### src/hw/rtl/sst_pkg.sv
package sst_pkg;

  localparam int SLOTS_DEF = 16;
  localparam int RINGS = 3;

  localparam logic OP_ADD = 1'b0;
  localparam logic OP_LOOKUP = 1'b1;

  localparam logic [1:0] SYS_UNSUP = 2'd3;

  typedef enum logic [2:0] {
    ST_FOUND,
    ST_NEW,
    ST_EVICT,
    ST_BAD_SYS,
    ST_UNKNOWN
  } status_t;

  typedef enum logic [1:0] {
    S_IDLE,
    S_SCAN,
    S_WRITE
  } state_t;

  typedef struct packed {
    logic        valid;
    status_t     status;
    logic [3:0]  slot;
    logic [7:0]  evicted;
  } res_t;

endpackage

### src/hw/rtl/sst_ram.sv
module sst_ram #(
  parameter int WIDTH = 8,
  parameter int DEPTH = 48
) (
  input  logic                     clk,
  input  logic                     we,
  input  logic [$clog2(DEPTH)-1:0] waddr,
  input  logic [WIDTH-1:0]         wdata,
  input  logic [$clog2(DEPTH)-1:0] raddr,
  output logic [WIDTH-1:0]         rdata
);

  logic [WIDTH-1:0] mem [DEPTH];
  logic [WIDTH-1:0] rdata_r;

  always_ff @(posedge clk) begin
    if (we) begin
      mem[waddr] <= wdata;
    end
    rdata_r <= mem[raddr];
  end

  assign rdata = rdata_r;

endmodule

### src/hw/rtl/sst_ctrl.sv
module sst_ctrl #(
  parameter int SLOTS = sst_pkg::SLOTS_DEF
) (
  input  logic                          clk,
  input  logic                          rst_n,
  input  logic                          start,
  input  logic                          op,
  input  logic [1:0]                    sys,
  input  logic [7:0]                    sat,
  output logic                          busy,
  output sst_pkg::res_t                 res,
  output logic                          ram_we,
  output logic [$clog2(3*SLOTS)-1:0]    ram_waddr,
  output logic [7:0]                    ram_wdata,
  output logic [$clog2(3*SLOTS)-1:0]    ram_raddr,
  input  logic [7:0]                    ram_rdata
);

  import sst_pkg::*;

  localparam int AW = $clog2(3 * SLOTS);
  localparam int SW = (SLOTS > 1) ? $clog2(SLOTS) : 1;
  localparam int CW = $clog2(SLOTS + 1);
  localparam int SUMW = CW + 1;

  state_t state_r, state_nxt;

  logic          op_r;
  logic [1:0]    ring_r;
  logic [7:0]    sat_r;
  logic [CW-1:0] idx_r;
  logic          pend_r;
  logic          pend_first_r;
  logic [SW-1:0] pend_slot_r;
  logic [7:0]    evict_r;
  logic [SW-1:0] head_r  [RINGS];
  logic [CW-1:0] count_r [RINGS];

  logic [SW-1:0]   cur_head;
  logic [CW-1:0]   cur_count;
  logic [SUMW-1:0] sum;
  logic [SUMW-1:0] sum_wrap;
  logic [SW-1:0]   phys;
  logic [AW-1:0]   addr;
  logic            issue;
  logic            hit;
  logic            miss;
  logic            full;
  logic            accept;
  logic [SW+3:0]   phys_ext;
  logic [SW+3:0]   pend_ext;

  assign cur_head  = head_r[ring_r];
  assign cur_count = count_r[ring_r];
  assign sum       = SUMW'(cur_head) + SUMW'(idx_r);
  assign sum_wrap  = (sum >= SUMW'(SLOTS)) ? (sum - SUMW'(SLOTS)) : sum;
  assign phys      = sum_wrap[SW-1:0];
  assign addr      = (AW'(ring_r) * AW'(SLOTS)) + AW'(phys);
  assign issue     = idx_r < cur_count;
  assign hit       = pend_r && (ram_rdata == sat_r);
  assign miss      = !issue && !hit;
  assign full      = cur_count == CW'(SLOTS);
  assign accept    = start && (state_r == S_IDLE);
  assign phys_ext  = {4'b0, phys};
  assign pend_ext  = {4'b0, pend_slot_r};

  // next state
  always_comb begin
    state_nxt = state_r;
    case (state_r)
      S_IDLE: begin
        if (start && (sys != SYS_UNSUP)) begin
          state_nxt = S_SCAN;
        end
      end
      S_SCAN: begin
        if (hit) begin
          state_nxt = S_IDLE;
        end else if (miss) begin
          state_nxt = (op_r == OP_LOOKUP) ? S_IDLE : S_WRITE;
        end
      end
      S_WRITE: state_nxt = S_IDLE;
      default: state_nxt = S_IDLE;
    endcase
  end

  // outputs
  always_comb begin
    res       = '0;
    ram_we    = 1'b0;
    ram_raddr = addr;
    ram_waddr = addr;
    ram_wdata = sat_r;
    case (state_r)
      S_IDLE: begin
        if (start && (sys == SYS_UNSUP)) begin
          res.valid  = 1'b1;
          res.status = ST_BAD_SYS;
        end
      end
      S_SCAN: begin
        if (hit) begin
          res.valid  = 1'b1;
          res.status = ST_FOUND;
          res.slot   = pend_ext[3:0];
        end else if (miss && (op_r == OP_LOOKUP)) begin
          res.valid  = 1'b1;
          res.status = ST_UNKNOWN;
        end
      end
      S_WRITE: begin
        ram_we      = 1'b1;
        res.valid   = 1'b1;
        res.status  = full ? ST_EVICT : ST_NEW;
        res.slot    = phys_ext[3:0];
        res.evicted = full ? evict_r : 8'd0;
      end
      default: res = '0;
    endcase
  end

  assign busy = state_r != S_IDLE;

  always_ff @(posedge clk) begin
    if (!rst_n) begin
      state_r      <= S_IDLE;
      ring_r       <= 2'd0;
      idx_r        <= '0;
      pend_r       <= 1'b0;
      pend_first_r <= 1'b0;
      for (int i = 0; i < RINGS; i++) begin
        head_r[i]  <= '0;
        count_r[i] <= '0;
      end
    end else begin
      state_r <= state_nxt;
      if (accept && (sys != SYS_UNSUP)) begin
        ring_r <= sys;
        idx_r  <= '0;
        pend_r <= 1'b0;
      end
      if (state_r == S_SCAN) begin
        pend_r <= issue;
        if (issue) begin
          idx_r        <= idx_r + CW'(1);
          pend_first_r <= idx_r == '0;
        end
      end
      if (state_r == S_WRITE) begin
        if (full) begin
          head_r[ring_r] <= (cur_head == SW'(SLOTS - 1)) ? '0 : cur_head + SW'(1);
        end else begin
          count_r[ring_r] <= cur_count + CW'(1);
        end
      end
    end
  end

  // item payload and scan data
  always_ff @(posedge clk) begin
    if (accept) begin
      op_r  <= op;
      sat_r <= sat;
    end
    if ((state_r == S_SCAN) && issue) begin
      pend_slot_r <= phys;
    end
    if ((state_r == S_SCAN) && pend_r && pend_first_r) begin
      evict_r <= ram_rdata;
    end
  end

endmodule

### src/hw/rtl/satellite_slot_table_core.sv
// Slot table for three constellations (GPS, GLONASS, Galileo), SLOTS entries each, kept as
// FIFO-replacement rings in one synchronous RAM. An item is taken when start is high and busy is
// low; its single result appears on the out_ ports for one cycle with out_strobe and cannot be
// held off. An unsupported constellation answers in the cycle after acceptance without raising
// busy. Otherwise the ring is scanned oldest to newest through the RAM read port, one entry per
// cycle: busy covers the scan, which ends on a hit or after the newest entry has been read and
// compared, plus the write state for an insert. The result is on the out_ ports in the first
// cycle that busy is low, and the next item can be taken at the end of that cycle.
module satellite_slot_table_core #(
  parameter int SLOTS = sst_pkg::SLOTS_DEF
) (
  input  logic       clk,
  input  logic       rst_n,
  input  logic       start,
  output logic       busy,
  input  logic       in_operation,
  input  logic [1:0] in_constellation,
  input  logic [7:0] in_sat_number,
  output logic       out_strobe,
  output logic [2:0] out_status,
  output logic [3:0] out_slot,
  output logic [7:0] out_evicted_sat
);

  import sst_pkg::*;

  localparam int AW = $clog2(3 * SLOTS);

  res_t          res;
  logic          ram_we;
  logic [AW-1:0] ram_waddr;
  logic [7:0]    ram_wdata;
  logic [AW-1:0] ram_raddr;
  logic [7:0]    ram_rdata;

  logic          out_strobe_r;
  status_t       out_status_r;
  logic [3:0]    out_slot_r;
  logic [7:0]    out_evicted_r;

  sst_ctrl #(
    .SLOTS(SLOTS)
  ) u_ctrl (
    .clk       (clk),
    .rst_n     (rst_n),
    .start     (start),
    .op        (in_operation),
    .sys       (in_constellation),
    .sat       (in_sat_number),
    .busy      (busy),
    .res       (res),
    .ram_we    (ram_we),
    .ram_waddr (ram_waddr),
    .ram_wdata (ram_wdata),
    .ram_raddr (ram_raddr),
    .ram_rdata (ram_rdata)
  );

  sst_ram #(
    .WIDTH(8),
    .DEPTH(3 * SLOTS)
  ) u_ram (
    .clk   (clk),
    .we    (ram_we),
    .waddr (ram_waddr),
    .wdata (ram_wdata),
    .raddr (ram_raddr),
    .rdata (ram_rdata)
  );

  always_ff @(posedge clk) begin
    if (!rst_n) begin
      out_strobe_r <= 1'b0;
    end else begin
      out_strobe_r <= res.valid;
    end
  end

  always_ff @(posedge clk) begin
    if (res.valid) begin
      out_status_r  <= res.status;
      out_slot_r    <= res.slot;
      out_evicted_r <= res.evicted;
    end
  end

  assign out_strobe      = out_strobe_r;
  assign out_status      = out_status_r;
  assign out_slot        = out_slot_r;
  assign out_evicted_sat = out_evicted_r;

endmodule

### config.mk
export PLATFORM = sky130hd
export DESIGN_NAME = satellite_slot_table_core
export DESIGN_NICKNAME = d
export VERILOG_FILES = /design/src/hw/rtl/sst_pkg.sv /design/src/hw/rtl/sst_ram.sv /design/src/hw/rtl/sst_ctrl.sv /design/src/hw/rtl/satellite_slot_table_core.sv
export SDC_FILE = /design/constraint.sdc
export NUM_CORES = 1
export LEC_CHECK = 0
export BUFFER_PORTS_ARGS = -buffer_cell sky130_fd_sc_hd__buf_2
export CAP_MARGIN = 20
export CELL_PAD_IN_SITES_DETAIL_PLACEMENT = 0
export CELL_PAD_IN_SITES_GLOBAL_PLACEMENT = 1
export CORE_MARGIN = 3
export CORE_UTILIZATION = 45
export DETAILED_ROUTE_END_ITERATION = 12
export PLACE_DENSITY_LB_ADDON = 0.15
export REMOVE_ABC_BUFFERS = 1
export SYNTH_ARGS = -nofsm -noshare
export SYNTH_HDL_FRONTEND = slang
export SYNTH_SLANG_ARGS = --single-unit
### constraint.sdc
create_clock -name clk -period 3.9 [get_ports clk]
set_clock_uncertainty 0.05 [all_clocks]
set_input_delay 0.39 -clock clk [delete_from_list [all_inputs] [get_ports clk]]
set_output_delay 0.39 -clock clk [all_outputs]
set_load 0.01 [all_outputs]
# Yosys cells after proc, flatten, opt, wreduce, memory -nomap -nowiden
# Memories as Yosys holds them, arrays and structs flattened. A register that Yosys moved wholly into a read port is not among the register bits.
# Cells that the tools add are included.
[classes] add_sub_neg=6 n_lt_le_gt_ge=2 eq_ne=9 muxes=41 n_reduce_logical=21
[ops] cell="$mux W4" count=7
[ops] cell="$mux W2" count=11
[ops] cell="$mux W5" count=4
[ops] cell="$mux W1" count=16
[ops] cell="$pmux W4 S3" count=1
[ops] cell="$add A5 B1 Y5 const B" count=2
[ops] cell="$logic_and A1 B1 Y1" count=10
[ops] cell="$eq A8 B8 Y1" count=1
[ops] cell="$pmux W4 S2" count=1
[ops] cell="$add A4 B5 Y6" count=1
[ops] cell="$add A6 B4 Y6" count=1
[ops] cell="$ge A6 B5 Y1 const B" count=1
[ops] cell="$reduce_and A2 Y1" count=3
[ops] cell="$eq A5 B5 Y1 const B" count=1
[ops] cell="$logic_not A5 Y1" count=1
[ops] cell="$lt A5 B5 Y1" count=1
[ops] cell="$reduce_or A5 Y1" count=1
[ops] cell="$add A4 B1 Y4 const B" count=1
[ops] cell="$eq A2 B2 Y1 const B" count=2
[ops] cell="$eq A4 B4 Y1 const B" count=1
[ops] cell="$ne A2 B2 Y1 const B" count=2
[ops] cell="$pmux W2 S2" count=1
[ops] cell="$reduce_bool A2 Y1" count=2
[ops] cell="$reduce_or A4 Y1" count=1
[ops] cell="5 further kinds" count=6
[word_totals] regBits=48 ramBits=411 out_inout_bits=17 elab_cells=95 memories=3
[memory_table] memory="u_ram.mem" depth=48 width=8 read_ports=1 rd_ports_with_merged_regs=1 write_ports=1 line_no="sst_ram.sv:13" source="logic [WIDTH-1:0] mem [DEPTH];"
[memory_table] memory="u_ctrl.count_r" depth=3 width=5 read_ports=1 rd_ports_with_merged_regs=1 write_ports=3 line_no="sst_ctrl.sv:37" source="logic [CW-1:0] count_r [RINGS];"
[memory_table] memory="u_ctrl.head_r" depth=3 width=4 read_ports=1 rd_ports_with_merged_regs=1 write_ports=3 line_no="sst_ctrl.sv:36" source="logic [SW-1:0] head_r [RINGS];"

# Longest topological paths before layout
[depth] word_depth=8 mapped_depth=15 ltp_nobuf=11

# By module
# From an unflattened synthesis, not the netlist that was laid out.
[hier_totals] hier_cells=1100 area_unflattened_um2=19332.3
[by_module_without_submodules] module="sst_ram" instances=1 cells_each=793 area_per_inst_um2=15349.7 seq_area_each_um2=11691.2
[by_module_without_submodules] module="sst_ctrl" instances=1 cells_each=290 area_per_inst_um2=3505.9 seq_area_each_um2=1971.9
[by_module_without_submodules] module="satellite_slot_table_core" instances=1 cells_each=17 area_per_inst_um2=476.7 seq_area_each_um2=470.5

# Least setup slack after synthesis
# Ideal clock, no wire load.
[synth_path] kind="flip-flop to flip-flop" start="register (tool-made name)" end="memory u_ram.mem[43][0] (enable)" setup_time_ps=370 arrival_ps=3639 required_ps=3480 slack_ps=-159 path_stages_with_launch=13 period_less_slack_ps=4059 path_cell_list="dfxtp_1 buf_6 mux4_2 ha_1 fa_1 xnor2_2 inv_1 buf_2 buf_1 clkbuf_1 or3_1 clkbuf_1 nor2_1"
[synth_lines] item="end, declared" line_no="sst_ram.sv:13"

==> key figures <==
Run status
  – Status: complete, no violations

Power
  – IR drop worst, VDD: 0.346 mV
  – Leak pwr: 7.70 nW
  – Cell Pwr Density: 532 mW/mm²

STA
  – FMAX: 260 MHz
  – RSZ-0062 raised after global routing: false
  – Final hold vios: 0
  – Part of the cycle the worst path needs: 98.5%
  – Worst hold slack: 161 ps
  – Actual slew at the worst max-slew pin: 705 ps
  – Relative max-transition margin: 52.4%
  – Post-layout min period: 3840 ps
  – Slew Limit Fails: 0
  – PnR worst setup slack: 57.9 ps
  – Total negative slack: 0 ps
  – Final setup vio count: 0

Floorplanning
  – Chip height: 213 µm
  – Die Width: 213 µm
  – I/O pin count: 31
  – Core Area: 0.0421 mm²
  – Die area: 0.0453 mm²
  – Row cnt: 75
  – Initial Util: 45.7%

Placed design
  – Hpwl dp: 31500 µm
  – Placed cells: 1824
  – Placed cell areas: 0.0209 mm²
  – PortBufs: 30
  – Routability Congestion: 0.826
  – Place WS: 49.1 ps

Global routing
  – Antenna violations before repair: 0
  – Total GRT Usage: 22.2%
  – Congestion Overflow GR: 0
  – Number of global-route vias before repair: 11000
  – Largest net degree at the start of global routing: 61
  – First-pass GRT wire length: 73300 µm

Layout
  – Fin nets: 1376
  – Final instance area: 0.0225 mm²
  – N_diodes: 0
  – Fraction of layout cells with a size suffix above 1: 21.3%
  – Post-Layout Cell Count: 1923
  – Area grow syn2layout: 16.9%

Yosys
  – Area of the mapped netlist: 0.0193 mm²
  – Sequential element share of the synthesized area: 73.4%
  – Yosys reg bits: 478
  – FFs w/ async S/R, synth: 0%
  – YS warnings: 0
  – Post-synth EDFFs: 456
  – Syn avg cell area: 16.1 µm²
  – Synth Flop Type: edfxtp_1
  – Cells after Synth: 1196
  – Unique masters post-synth: 66

Clock tree
  – Clock buffer depth: 3
  – Number of buffers created by CTS: 48
  – Worst-path clk slew: 60 ps
  – Root buf cell: clkbuf_16
  – Worst-Skew Late Latency: 590 ps
  – Clock Sinks: 478
  – H-tree depth: 2
  – CTS tree: yes

Setup path
  – R2r setup slk: 60 ps
  – CP Capture Point: u_ram.rdata[7]
  – R2R depth: 10
  – Setup crit start kind: register
  – Crit. End Element: register
  – Critical R2R Capture: u_ram.rdata[7]
  – Req. time, crit path: 4310 ps
  – Kind of critical path: reg2reg
  – Critical path fanouts, max: 27
  – CP arrival: 4250 ps

Route
  – Detailed-route DRC error count: 0
  – Initial DRC count: 1121
  – WL/cell: 25.6 µm
  – Final wirelength: 49200 µm
  – DRT Pass-1 Iters: 5
  – DR vias: 11100
  – Post-route antenna net violation count: 0
  – Drt via density: 5.77

Flow run
  – MaxCap Viol Count: 0

Worst hold path
  – HP Class: in2reg
## state kept, by name, indices dropped and copies added (netlist names), 5 cells and up, named ones only
name / flops
u_ram.mem: 384
u_ctrl.count_r: 20
u_ctrl.head_r: 16
out_evicted_sat: 8
u_ctrl.evict_r: 8
u_ctrl.ram_wdata: 8
u_ram.rdata: 8
u_ctrl.idx_r: 5
## layout by cell type (no fill, tap or decap), drive strengths merged, types with 4 or more instances in the layout
cell         netlist  final
clkbuf            38     66
nor3b              6      6
mux2              14     14
a22oi              9      9
a21oi             28     28
a31oi             15     15
mux2i             60     60
and2              10     10
nand3b             4      4
nand4              4      4
and3              16     16
nor2             114    114
o211ai             7      7
nor3              10     10
a211oi             9      9
nand2             64     64
a311oi             5      5
o21ai             35     35
or3                5      5
inv               28     29
nand3             42     42
o22a               4      4
mux4              44     44
xnor2              6      6
edfxtp           456    456
buf               32    160
xor2               7      7
clkinv             1     16
nor2b              7      7
a221oi            21     21
o22ai             13     13
bufinv             0      4
ha                16     16
dlygate4sd3        0      9
dfxtp             22     22
## power breakdown
part,switching (mW),internal (mW),total [mW]
registers,0.0717,5.75,5.82
logic,1.02,0.636,1.66
clock network,1.88,2.60,4.49
## area by class of cell
cell class	instances	area, µm²
Sequential cell	478	14100
Tap cell	539	674
Inverter	29	116
Clock buffer	66	1300
Fill cell	3397	19600
Clock inverter	23	221
Timing Repair Buffer	169	1310
Multi-Input combinational cell	619	4750
## per-layer routing
metal  wire [µm]  vias to the layer above  GRT usage (%)
li1            -                     4985              -
met3        3510                       88           4.22
met5           0                        -              0
met4        1200                        0           5.96
met2       23100                      399           34.9
met1       21300                     5629           32.0
## logic make-up after synthesis
family | count (synthesis) | share of synthesized area [%]
AOI/OAI and AO/OA | 178 | 6.37
buffers and inverters | 99 | 2.16
muxes | 118 | 9.18
adders and majority gates | 17 | 1.14
and+or+nand+nor | 292 | 6.98
DFF | 478 | 73.4
xor gates and xnor gates | 14 | 0.760
## worst min-delay path by stage
| stage | start | endpoint | slack [ps] | cells past startpoint |
|---|---|---|---|---|
| after floorplan | u_ctrl.pend_first_r | u_ctrl.pend_first_r | 380 | 2 |
| after global placement | u_ram.rdata[6] | u_ctrl.evict_r[6] | 410 | 0 |
| after detailed placement | u_ram.rdata[6] | u_ctrl.evict_r[6] | 400 | 0 |
| after CTS | in_constellation[0] | register | 120 | 4 |
| after global routing | in_constellation[1] | out_status[1] | 180 | 3 |
| final | in_constellation[0] | register | 160 | 4 |
## metrics by stage
stage,utilization (%),total power [mW]
2_1_floorplan,-,6.91
3_3_place_gp,49.5,7.58
3_5_place_dp,49.5,7.58
4_1_cts,53.3,12.1
5_1_grt,53.4,12.4
6_report,53.4,12.0
## cell usage after synthesis (all sizes together), types with 14 or more instances
master	count	share of area [%]
buf	32	0.84
clkbuf	38	0.74
a21oi	28	0.73
o21ai	35	0.91
mux2i	60	3.1
nor2	114	2.2
a221oi	21	0.96
ha	16	1.0
mux4	44	5.2
mux2	14	0.82
nand3	42	1.1
dfxtp	22	2.3
inv	28	0.55
and3	16	0.52
edfxtp	456	71
a31oi	15	0.49
nand2	64	1.2
## repair_timing
item,in CTS,in global routing
hold buffers,9,0
setup buffers,0,0
gates resized for setup,0,6
setup endpoints to repair,0,48
hold endpoints to repair,9,0
## critical path, stage by stage, from the launching register on
cell and delay (ps):
dfxtp_1 380, mux4_2 590, ha_4 200, fa_4 510
xnor2_4 190, inv_4 280, buf_12 250, mux4_2 330
mux2i_1 260, o22ai_1 180, or4_1 490
Power figures use the tool's default switching activity.
